[src/rtl/zste_pkg.sv]
// shared types, constants and decode functions of the zoomed sprite tile expander
package zste_pkg;

  // character map size in words, a power of two
  localparam int CGRAM_WORDS = 8192;
  localparam int ADDR_W      = $clog2(CGRAM_WORDS);

  localparam int QUEUE_DEPTH = 2;
  localparam int QUEUE_AW    = $clog2(QUEUE_DEPTH);

  // attribute word fields
  localparam logic [15:0] ATTR_ENABLE = 16'h0080;

  typedef logic [ADDR_W-1:0]   cg_addr_t;
  typedef logic [QUEUE_AW-1:0] qptr_t;
  typedef logic [QUEUE_AW:0]   qcount_t;

  // zoom to pitch-reduction table, in eighths of a pixel
  localparam logic [5:0] ZOOM_TABLE [16] = '{
    6'd0,  6'd7,  6'd14, 6'd20, 6'd25, 6'd30, 6'd34, 6'd38,
    6'd42, 6'd46, 6'd49, 6'd52, 6'd54, 6'd57, 6'd59, 6'd61
  };

  // one decoded sprite, as handed from front to back
  typedef struct packed {
    logic       chip;
    logic [1:0] pri;
    logic [3:0] color;
    logic       fx;
    logic       fy;
    logic [2:0] xsize;
    logic [2:0] ysize;
    logic [4:0] stepx;
    logic [4:0] stepy;
    logic [8:0] x_start;
    logic [8:0] y_start;
    logic [1:0] skip;
    cg_addr_t   addr;
  } desc_t;

  function automatic logic [4:0] zoom_step_f(input logic [3:0] zoom);
    logic [5:0] t;
    t = ZOOM_TABLE[zoom];
    return 5'd16 - {2'b00, t[5:3]};
  endfunction

  // padding words skipped at the end of each tile row
  function automatic logic [1:0] row_skip_f(input logic [2:0] xsize);
    logic [1:0] s;
    case (xsize)
      3'd2:    s = 2'd1;
      3'd4:    s = 2'd3;
      3'd5:    s = 2'd2;
      3'd6:    s = 2'd1;
      default: s = 2'd0;
    endcase
    return s;
  endfunction

  function automatic logic [12:0] map_addr_f(input cg_addr_t a);
    logic [16:0] w;
    w = 17'(a);
    return w[12:0];
  endfunction

  // biased nine-bit position back to signed screen coordinate
  function automatic logic [9:0] screen_pos_f(input logic [8:0] v);
    return {1'b0, v} - 10'd16;
  endfunction

endpackage

[src/rtl/zste_if.sv]
// sprite entry and tile command channel interfaces
interface zste_sprite_if;
  logic        valid;
  logic        ready;
  logic        chip_select;
  logic [1:0]  priority_mask;
  logic [15:0] y_word;
  logic [15:0] x_word;
  logic [15:0] attr_word;
  logic [15:0] map_base;

  modport source(output valid, chip_select, priority_mask, y_word, x_word, attr_word,
                 map_base, input ready);
  modport sink(input valid, chip_select, priority_mask, y_word, x_word, attr_word,
               map_base, output ready);
endinterface

interface zste_tile_if;
  logic              valid;
  logic              ready;
  logic [12:0]       map_address;
  logic [3:0]        tile_color;
  logic              mirror_x;
  logic              mirror_y;
  logic signed [9:0] screen_x;
  logic signed [9:0] screen_y;
  logic [4:0]        step_x;
  logic [4:0]        step_y;
  logic              chip_out;
  logic [1:0]        priority_out;
  logic              last_tile;

  modport source(output valid, map_address, tile_color, mirror_x, mirror_y, screen_x,
                 screen_y, step_x, step_y, chip_out, priority_out, last_tile, input ready);
  modport sink(input valid, map_address, tile_color, mirror_x, mirror_y, screen_x,
               screen_y, step_x, step_y, chip_out, priority_out, last_tile, output ready);
endinterface

[src/rtl/zoomed_sprite_tile_expander_unit.sv]
// top level of the zoomed sprite tile expander
// usage:
//   sprite channel: one four-word attribute entry per request (y, x and attribute
//   words, character map base, chip and priority passed along)
//   tile channel: one draw command per request, row by row, last_tile on the final one
//   an entry with the enable bit clear is taken and yields no command
// path: an entry taken while the back end is free goes into the queue, then the walk
//   registers, then the output register, before its first command shows on tile
// walk: (xsize+1)*(ysize+1) commands per enabled sprite, 1 to 64, issued by the
//   tile walker one command per cycle while tile.ready does not stall it; the next
//   sprite, if one is queued, is loaded as the previous last command is registered
//   a two-entry queue lets entries be decoded and taken while a walk is running
// reset: synchronous rst empties the queue, stops any walk and drops tile.valid
// stall: while tile.ready is low the command holds, the walk pauses, and the front
//   keeps taking entries until the queue is full
module zoomed_sprite_tile_expander_unit (
  input  logic         clk,
  input  logic         rst,
  zste_sprite_if.sink  sprite,
  zste_tile_if.source  tile
);

  // decoded sprite handed from the front into the queue
  logic             push_valid;
  logic             push_ready;
  zste_pkg::desc_t  push_data;

  // queue head handed to the tile walker
  logic             pop_valid;
  logic             pop_ready;
  zste_pkg::desc_t  pop_data;

  // decode: enable test, zoom lookup, mirrored start positions, row padding
  zste_front u_front (
    .sprite     (sprite),
    .push_valid (push_valid),
    .push_ready (push_ready),
    .push_data  (push_data)
  );

  // decouples decode from the tile walk
  zste_queue u_queue (
    .clk        (clk),
    .rst        (rst),
    .push_valid (push_valid),
    .push_ready (push_ready),
    .push_data  (push_data),
    .pop_valid  (pop_valid),
    .pop_ready  (pop_ready),
    .pop_data   (pop_data)
  );

  // tile walk with running position and map address, registered output
  zste_back u_back (
    .clk       (clk),
    .rst       (rst),
    .pop_valid (pop_valid),
    .pop_ready (pop_ready),
    .pop_data  (pop_data),
    .tile      (tile)
  );

endmodule

[src/rtl/zste_front.sv]
// front end: takes sprite entries, drops disabled ones, decodes the rest
module zste_front (
  zste_sprite_if.sink      sprite,
  output logic             push_valid,
  input  logic             push_ready,
  output zste_pkg::desc_t  push_data
);

  logic [4:0] stepx;
  logic [4:0] stepy;
  logic [2:0] xsize;
  logic [2:0] ysize;
  logic       fx;
  logic       fy;
  logic [7:0] x_span;
  logic [7:0] y_span;

  assign sprite.ready = push_ready;
  assign push_valid   = sprite.valid && ((sprite.attr_word & zste_pkg::ATTR_ENABLE) != 16'h0);

  always_comb begin
    stepx  = zste_pkg::zoom_step_f(sprite.x_word[15:12]);
    stepy  = zste_pkg::zoom_step_f(sprite.y_word[15:12]);
    xsize  = sprite.attr_word[10:8];
    ysize  = sprite.attr_word[14:12];
    fx     = sprite.attr_word[11];
    fy     = sprite.attr_word[15];
    // mirrored walks start from the far tile
    x_span = {3'b000, stepx} * {5'b00000, xsize};
    y_span = {3'b000, stepy} * {5'b00000, ysize};

    push_data.chip    = sprite.chip_select;
    push_data.pri     = sprite.priority_mask;
    push_data.color   = sprite.attr_word[3:0];
    push_data.fx      = fx;
    push_data.fy      = fy;
    push_data.xsize   = xsize;
    push_data.ysize   = ysize;
    push_data.stepx   = stepx;
    push_data.stepy   = stepy;
    push_data.x_start = sprite.x_word[8:0] + 9'd16 + (fx ? {1'b0, x_span} : 9'd0);
    push_data.y_start = sprite.y_word[8:0] + 9'd16 + (fy ? {1'b0, y_span} : 9'd0);
    push_data.skip    = zste_pkg::row_skip_f(xsize);
    push_data.addr    = zste_pkg::cg_addr_t'(sprite.map_base);
  end

endmodule

[src/rtl/zste_queue.sv]
// short queue of decoded sprites between front and back
module zste_queue (
  input  logic             clk,
  input  logic             rst,
  input  logic             push_valid,
  output logic             push_ready,
  input  zste_pkg::desc_t  push_data,
  output logic             pop_valid,
  input  logic             pop_ready,
  output zste_pkg::desc_t  pop_data
);

  zste_pkg::desc_t  mem [zste_pkg::QUEUE_DEPTH];
  zste_pkg::qptr_t  wr_ptr;
  zste_pkg::qptr_t  rd_ptr;
  zste_pkg::qcount_t count;
  logic             do_push;
  logic             do_pop;

  assign push_ready = count != zste_pkg::qcount_t'(zste_pkg::QUEUE_DEPTH);
  assign pop_valid  = count != '0;
  assign pop_data   = mem[rd_ptr];
  assign do_push    = push_valid && push_ready;
  assign do_pop     = pop_valid && pop_ready;

  always_ff @(posedge clk) begin
    if (do_push) begin
      mem[wr_ptr] <= push_data;
    end
  end

  always_ff @(posedge clk) begin
    if (rst) begin
      wr_ptr <= '0;
      rd_ptr <= '0;
      count  <= '0;
    end else begin
      if (do_push) begin
        wr_ptr <= wr_ptr + 1'b1;
      end
      if (do_pop) begin
        rd_ptr <= rd_ptr + 1'b1;
      end
      case ({do_push, do_pop})
        2'b10:   count <= count + 1'b1;
        2'b01:   count <= count - 1'b1;
        default: count <= count;
      endcase
    end
  end

endmodule

[src/rtl/zste_back.sv]
// back end: walks the tiles of one sprite and registers one command a cycle unless the tile channel stalls
module zste_back (
  input  logic             clk,
  input  logic             rst,
  input  logic             pop_valid,
  output logic             pop_ready,
  input  zste_pkg::desc_t  pop_data,
  zste_tile_if.source      tile
);

  zste_pkg::desc_t  desc;
  logic             busy;
  logic [2:0]       col;
  logic [2:0]       row;
  logic [8:0]       xacc;
  logic [8:0]       yacc;
  zste_pkg::cg_addr_t addr;
  logic             emit;
  logic             last_col;
  logic             last_row;
  logic             done;
  logic             load;

  assign last_col  = col == desc.xsize;
  assign last_row  = row == desc.ysize;
  assign emit      = busy && (!tile.valid || tile.ready);
  assign done      = emit && last_col && last_row;
  assign load      = pop_valid && (!busy || done);
  assign pop_ready = !busy || done;

  // walk registers
  always_ff @(posedge clk) begin
    if (rst) begin
      busy <= 1'b0;
    end else if (load) begin
      busy <= 1'b1;
    end else if (done) begin
      busy <= 1'b0;
    end
  end

  always_ff @(posedge clk) begin
    if (load) begin
      desc <= pop_data;
      col  <= 3'd0;
      row  <= 3'd0;
      xacc <= pop_data.x_start;
      yacc <= pop_data.y_start;
      addr <= pop_data.addr;
    end else if (emit) begin
      if (last_col) begin
        col  <= 3'd0;
        row  <= row + 3'd1;
        xacc <= desc.x_start;
        yacc <= desc.fy ? yacc - {4'b0000, desc.stepy} : yacc + {4'b0000, desc.stepy};
        addr <= addr + zste_pkg::cg_addr_t'(desc.skip) + zste_pkg::cg_addr_t'(1);
      end else begin
        col  <= col + 3'd1;
        xacc <= desc.fx ? xacc - {4'b0000, desc.stepx} : xacc + {4'b0000, desc.stepx};
        addr <= addr + zste_pkg::cg_addr_t'(1);
      end
    end
  end

  // output register
  always_ff @(posedge clk) begin
    if (rst) begin
      tile.valid <= 1'b0;
    end else if (emit) begin
      tile.valid <= 1'b1;
    end else if (tile.ready) begin
      tile.valid <= 1'b0;
    end
  end

  always_ff @(posedge clk) begin
    if (emit) begin
      tile.map_address  <= zste_pkg::map_addr_f(addr);
      tile.tile_color   <= desc.color;
      tile.mirror_x     <= desc.fx;
      tile.mirror_y     <= desc.fy;
      tile.screen_x     <= zste_pkg::screen_pos_f(xacc);
      tile.screen_y     <= zste_pkg::screen_pos_f(yacc);
      tile.step_x       <= desc.stepx;
      tile.step_y       <= desc.stepy;
      tile.chip_out     <= desc.chip;
      tile.priority_out <= desc.pri;
      tile.last_tile    <= last_col && last_row;
    end
  end

endmodule

[src/flat_wrapper.sv]
// flat-port wrapper written by rule: the top's interface ports become plain ports
module zoomed_sprite_tile_expander_unit_flat 
  (clk, rst, sprite_valid, sprite_chip_select, sprite_priority_mask, sprite_y_word, sprite_x_word, sprite_attr_word, sprite_map_base, sprite_ready, tile_valid, tile_map_address, tile_tile_color, tile_mirror_x, tile_mirror_y, tile_screen_x, tile_screen_y, tile_step_x, tile_step_y, tile_chip_out, tile_priority_out, tile_last_tile, tile_ready);
  zste_sprite_if sprite_i ();
  zste_tile_if tile_i ();
  input  logic clk;
  input  logic rst;
  input wire logic [$bits(sprite_i.valid)-1:0] sprite_valid;
  input wire logic [$bits(sprite_i.chip_select)-1:0] sprite_chip_select;
  input wire logic [$bits(sprite_i.priority_mask)-1:0] sprite_priority_mask;
  input wire logic [$bits(sprite_i.y_word)-1:0] sprite_y_word;
  input wire logic [$bits(sprite_i.x_word)-1:0] sprite_x_word;
  input wire logic [$bits(sprite_i.attr_word)-1:0] sprite_attr_word;
  input wire logic [$bits(sprite_i.map_base)-1:0] sprite_map_base;
  output wire logic [$bits(sprite_i.ready)-1:0] sprite_ready;
  output wire logic [$bits(tile_i.valid)-1:0] tile_valid;
  output wire logic [$bits(tile_i.map_address)-1:0] tile_map_address;
  output wire logic [$bits(tile_i.tile_color)-1:0] tile_tile_color;
  output wire logic [$bits(tile_i.mirror_x)-1:0] tile_mirror_x;
  output wire logic [$bits(tile_i.mirror_y)-1:0] tile_mirror_y;
  output wire logic [$bits(tile_i.screen_x)-1:0] tile_screen_x;
  output wire logic [$bits(tile_i.screen_y)-1:0] tile_screen_y;
  output wire logic [$bits(tile_i.step_x)-1:0] tile_step_x;
  output wire logic [$bits(tile_i.step_y)-1:0] tile_step_y;
  output wire logic [$bits(tile_i.chip_out)-1:0] tile_chip_out;
  output wire logic [$bits(tile_i.priority_out)-1:0] tile_priority_out;
  output wire logic [$bits(tile_i.last_tile)-1:0] tile_last_tile;
  input wire logic [$bits(tile_i.ready)-1:0] tile_ready;
  assign sprite_i.valid = sprite_valid;
  assign sprite_i.chip_select = sprite_chip_select;
  assign sprite_i.priority_mask = sprite_priority_mask;
  assign sprite_i.y_word = sprite_y_word;
  assign sprite_i.x_word = sprite_x_word;
  assign sprite_i.attr_word = sprite_attr_word;
  assign sprite_i.map_base = sprite_map_base;
  assign sprite_ready = sprite_i.ready;
  assign tile_valid = tile_i.valid;
  assign tile_map_address = tile_i.map_address;
  assign tile_tile_color = tile_i.tile_color;
  assign tile_mirror_x = tile_i.mirror_x;
  assign tile_mirror_y = tile_i.mirror_y;
  assign tile_screen_x = tile_i.screen_x;
  assign tile_screen_y = tile_i.screen_y;
  assign tile_step_x = tile_i.step_x;
  assign tile_step_y = tile_i.step_y;
  assign tile_chip_out = tile_i.chip_out;
  assign tile_priority_out = tile_i.priority_out;
  assign tile_last_tile = tile_i.last_tile;
  assign tile_i.ready = tile_ready;
  zoomed_sprite_tile_expander_unit u_core (.clk(clk), .rst(rst), .sprite(sprite_i), .tile(tile_i));
endmodule
[config.mk]
export PLATFORM = sky130hd
export DESIGN_NAME = zoomed_sprite_tile_expander_unit_flat
export DESIGN_NICKNAME = d
export VERILOG_FILES = /design/src/rtl/zste_pkg.sv /design/src/rtl/zste_if.sv /design/src/rtl/zoomed_sprite_tile_expander_unit.sv /design/src/rtl/zste_front.sv /design/src/rtl/zste_queue.sv /design/src/rtl/zste_back.sv /design/src/flat_wrapper.sv
export SDC_FILE = /design/constraint.sdc
export NUM_CORES = 1
export LEC_CHECK = 0
export ABC_AREA = 0
export BUFFER_PORTS_ARGS = -buffer_cell sky130_fd_sc_hd__buf_4
export CAP_MARGIN = 10
export CORE_MARGIN = 10
export CORE_UTILIZATION = 40
export CTS_CLUSTER_SIZE = 14
export DETAILED_ROUTE_END_ITERATION = 10
export PLACE_DENSITY = 0.69
export SYNTH_ARGS = -nofsm -noshare
export SYNTH_HDL_FRONTEND = slang
export SYNTH_SLANG_ARGS = --single-unit
[constraint.sdc]
create_clock -name clk -period 10.1 [get_ports clk]
set_input_delay 2.02 -clock clk [delete_from_list [all_inputs] [get_ports clk]]
set_output_delay 2.02 -clock clk [all_outputs]
set_load 0.01 [all_outputs]
==> results.cfg <==
[yosys]
yosysWarnings = 0
async_reset_ff_share_pct = 0
synthCells = 856
synth_seq_area_share_pct = 62.0
synth_top_area_share_pct = 59.8
yosysMostFrequentCell = edfxtp_1
synth_common_cells = 236 x edfxtp_1, 76 x ha_1, 57 x nand2_1, 52 x inv_1, 43 x a21oi_1
netlist_area_um2 = 11800
yosys.cell_types.count = 49
syn-num-nets = 1016
dominantRegCellSynth = edfxtp_1
synth_edf_count = 236
synth_area_leaders = edfxtp_1 60%, ha_1 8.0%, mux2_2 3.8%
synth_area_leader_cell = edfxtp_1
syn_area_per_cell_um2 = 13.8
synth-seq-cells = 249

[clocking]
cts_tree = done
cts_resized = 0
cts_sinks = 249
h-tree-depth = 1
path_clk_slew_ns = 0.06
clk_latency_ns = 0.52
root_buffer = clkbuf_16
numCtsBuffers = 26
cts_hold_buf = 0
cts_max_path_buffers = 3
post_cts.repair.setup_buffers = 0

[sta]
holdWs_ns = 0.419
finalSetupViolCount = 0
clock_skew_ns = 0.0116
rsz0062_at_grt = false
timing.final.crit_period_ns = 6.25
fin_tns_setup_ns = 0
slew_viol_final = 0
slew_headroom_pct = 28.6
finalHoldViolCount = 0
worst_slew_pin_slew_ns = 1.07
fin_crit_sh_pct = 61.9
max_freq_mhz = 160

[setup_path]
worstReg2RegStart = u_core.u_back.desc[38]
cp.arrival_ns = 6.50
cp-start-kind = primary input
critical_path_required_ns = 10.35
rr_endpoint = u_core.u_back.xacc[8]
endpoint_kind = flip-flop
rrSetupSlack_ns = 6.76
rr_worst_depth = 12
path_max_fanout = 6
path_class = primary input to flip-flop

[global_routing]
grt_use_met1_pct = 17.0
grt_max_degree = 70
antenna_found_initial = 0
grt_pass1_vias = 6943
top_usage_layer = met2
grt.total_usage_pct = 12.8
grt_pass1_wl_um = 37600
use_met2_pct = 21.1
grtUsageMet3_pct = 2.47
gr-total-overflow = 0

[routing]
vias = 6852
drt_iter0_markers = 355
wl_per_cell_um = 17.2
viasPerCell = 4.93
wl_um = 23900
drt_pre_antenna_iters = 4
antenna_left = 0
drc = 0

[finish]
nNetsFinal = 1146
drive_above_1_share_pct = 21.2
syn_to_final_growth_pct = 18.4
antenna_cells = 0
final_area_um2 = 14000

[floorplanning]
core_area_um2 = 28900
placementRows = 62
io_pins = 126
die-area_um2 = 36900
die_h_um = 192
start_util_pct = 40.9
die_w_um = 192

[place]
portBuffers = 113
gp_congestion = 0.804
post_dp_cell_area_um2 = 13200
hpwl_um = 16700

[worst_hold_path]
min_path_cells = 0
holdPathEnd = u_core.u_back.tile.tile_color[0]
hold_class = flip-flop to flip-flop
hold_start = u_core.u_back.desc[51]

[job]
drv_cap = 0

[power_and_ir_drop]
vdd_drop_max_mv = 0.158
p_leak_uw = 0.00539
power_density_nw_per_um2 = 308

[run_status]
status = finished clean
## placed cells by master, fill, tap and decap left out, drive strengths merged, types with 14 or more instances in the layout
cell type,count
nor2,41
buf,121
nor2b,20
xnor2,39
a211oi,17
mux2i,18
a21oi,43
o21ai,29
a21o,14
nand2,57
and2,21
ha,76
xor2,22
inv,53
edfxtp,236
clkbuf,42
mux2,40
## power breakdown
part | leakage (uW) | switching [uW] | total, uW | internal [uW]
Combinational | 0.00268 | 903 | 1600 | 693
Clock | 0.000417 | 374 | 953 | 579
Sequential | 0.00229 | 173 | 1770 | 1600
Total | 0.00539 | 1450 | 4320 | 2870
## worst max-delay path, stage by stage
cell     delay (ns)
buf_4          0.13
or2_2          0.29
o21ai_0        0.14
nand2_1        0.06
o21ai_0        0.29
inv_1          0.10
ha_1           0.22
ha_1           0.36
nand2_1        0.10
fa_1           0.48
inv_1          0.04
ha_1           0.21
fa_1           0.40
a21o_1         0.19
a21oi_1        0.17
xnor2_1        0.08
and2_1         0.15
ha_1           0.27
ha_1           0.23
o41ai_1        0.43
xnor2_1        0.12
## metal layers
metal | wire [um] | part of all wire, % | up-vias
li1 | - | - | 3399
met1 | 11000 | 46 | 3290
met2 | 11200 | 47 | 125
met3 | 1250 | 5.2 | 38
met4 | 519 | 2.2 | 0
met5 | 0 | 0 | -
## how the worst max path moves through the flow
stage / start / to / slack, ns / cells past startpoint
after detailed placement: sprite_y_word[14] / u_core.u_queue.mem[1][23] / 3.32 / 21
after global placement: sprite_y_word[14] / u_core.u_queue.mem[0][23] / 3.34 / 21
after CTS: sprite_y_word[14] / u_core.u_queue.mem[0][23] / 3.85 / 21
final: sprite_y_word[14] / u_core.u_queue.mem[0][23] / 3.85 / 21
after floorplan: sprite_y_word[14] / u_core.u_queue.mem[0][23] / 3.87 / 20
after global routing: sprite_x_word[14] / u_core.u_queue.mem[0][32] / 3.37 / 21
## sequential cells by signal, summed over array words and instances (netlist names), named ones only
name / count
u_core.u_back.addr: 13
u_core.u_back.tile.tile_color: 4
u_core.u_queue.mem: 116
u_core.u_back.tile.screen_x: 10
u_core.u_back.busy: 1
u_core.u_back.tile.step_y: 5
u_core.u_back.tile.step_x: 5
u_core.u_back.tile.valid: 1
u_core.u_back.tile.mirror_y: 1
u_core.u_queue.rd_ptr: 1
u_core.u_back.tile.chip_out: 1
u_core.u_back.tile.priority_out: 2
u_core.u_back.yacc: 9
u_core.u_back.tile.mirror_x: 1
u_core.u_back.tile.last_tile: 1
u_core.u_back.xacc: 9
u_core.u_back.desc: 36
u_core.u_queue.count: 2
u_core.u_back.col: 3
u_core.u_back.tile.map_address: 13
u_core.u_back.tile.screen_y: 10
u_core.u_back.row: 3
u_core.u_queue.wr_ptr: 1
## metrics by stage
step,utilization [%],setup WS [ns],std cells,power [uW]
after floorplan,-,3.87,856,2910
after global placement,45.5,3.34,1342,3350
after detailed placement,45.5,3.32,1342,3400
after CTS,48.5,3.85,1390,4380
after global routing,48.5,3.37,1390,4640
final,48.5,3.85,1390,4320
## final cells by class
type	count	area (um^2)
Clock buffer	42	782
Clock inverter	6	85.1
Fill cell	2517	14900
Inverter	53	199
Multi-Input combinational cell	535	4220
Sequential cell	249	7350
Tap cell	384	480
Timing Repair Buffer	121	908
## cells by family after synthesis
family          Yosys count  share of synthesized area, %
compound gates          136                          7.33
xor+xnor                 61                          4.51
fa+ha+maj                89                          10.2
buf+inv                  72                          2.52
flops                   249                          62.0
mux                      58                          5.43
simple gates            191                          7.95
(Power assumes the default switching activity.)
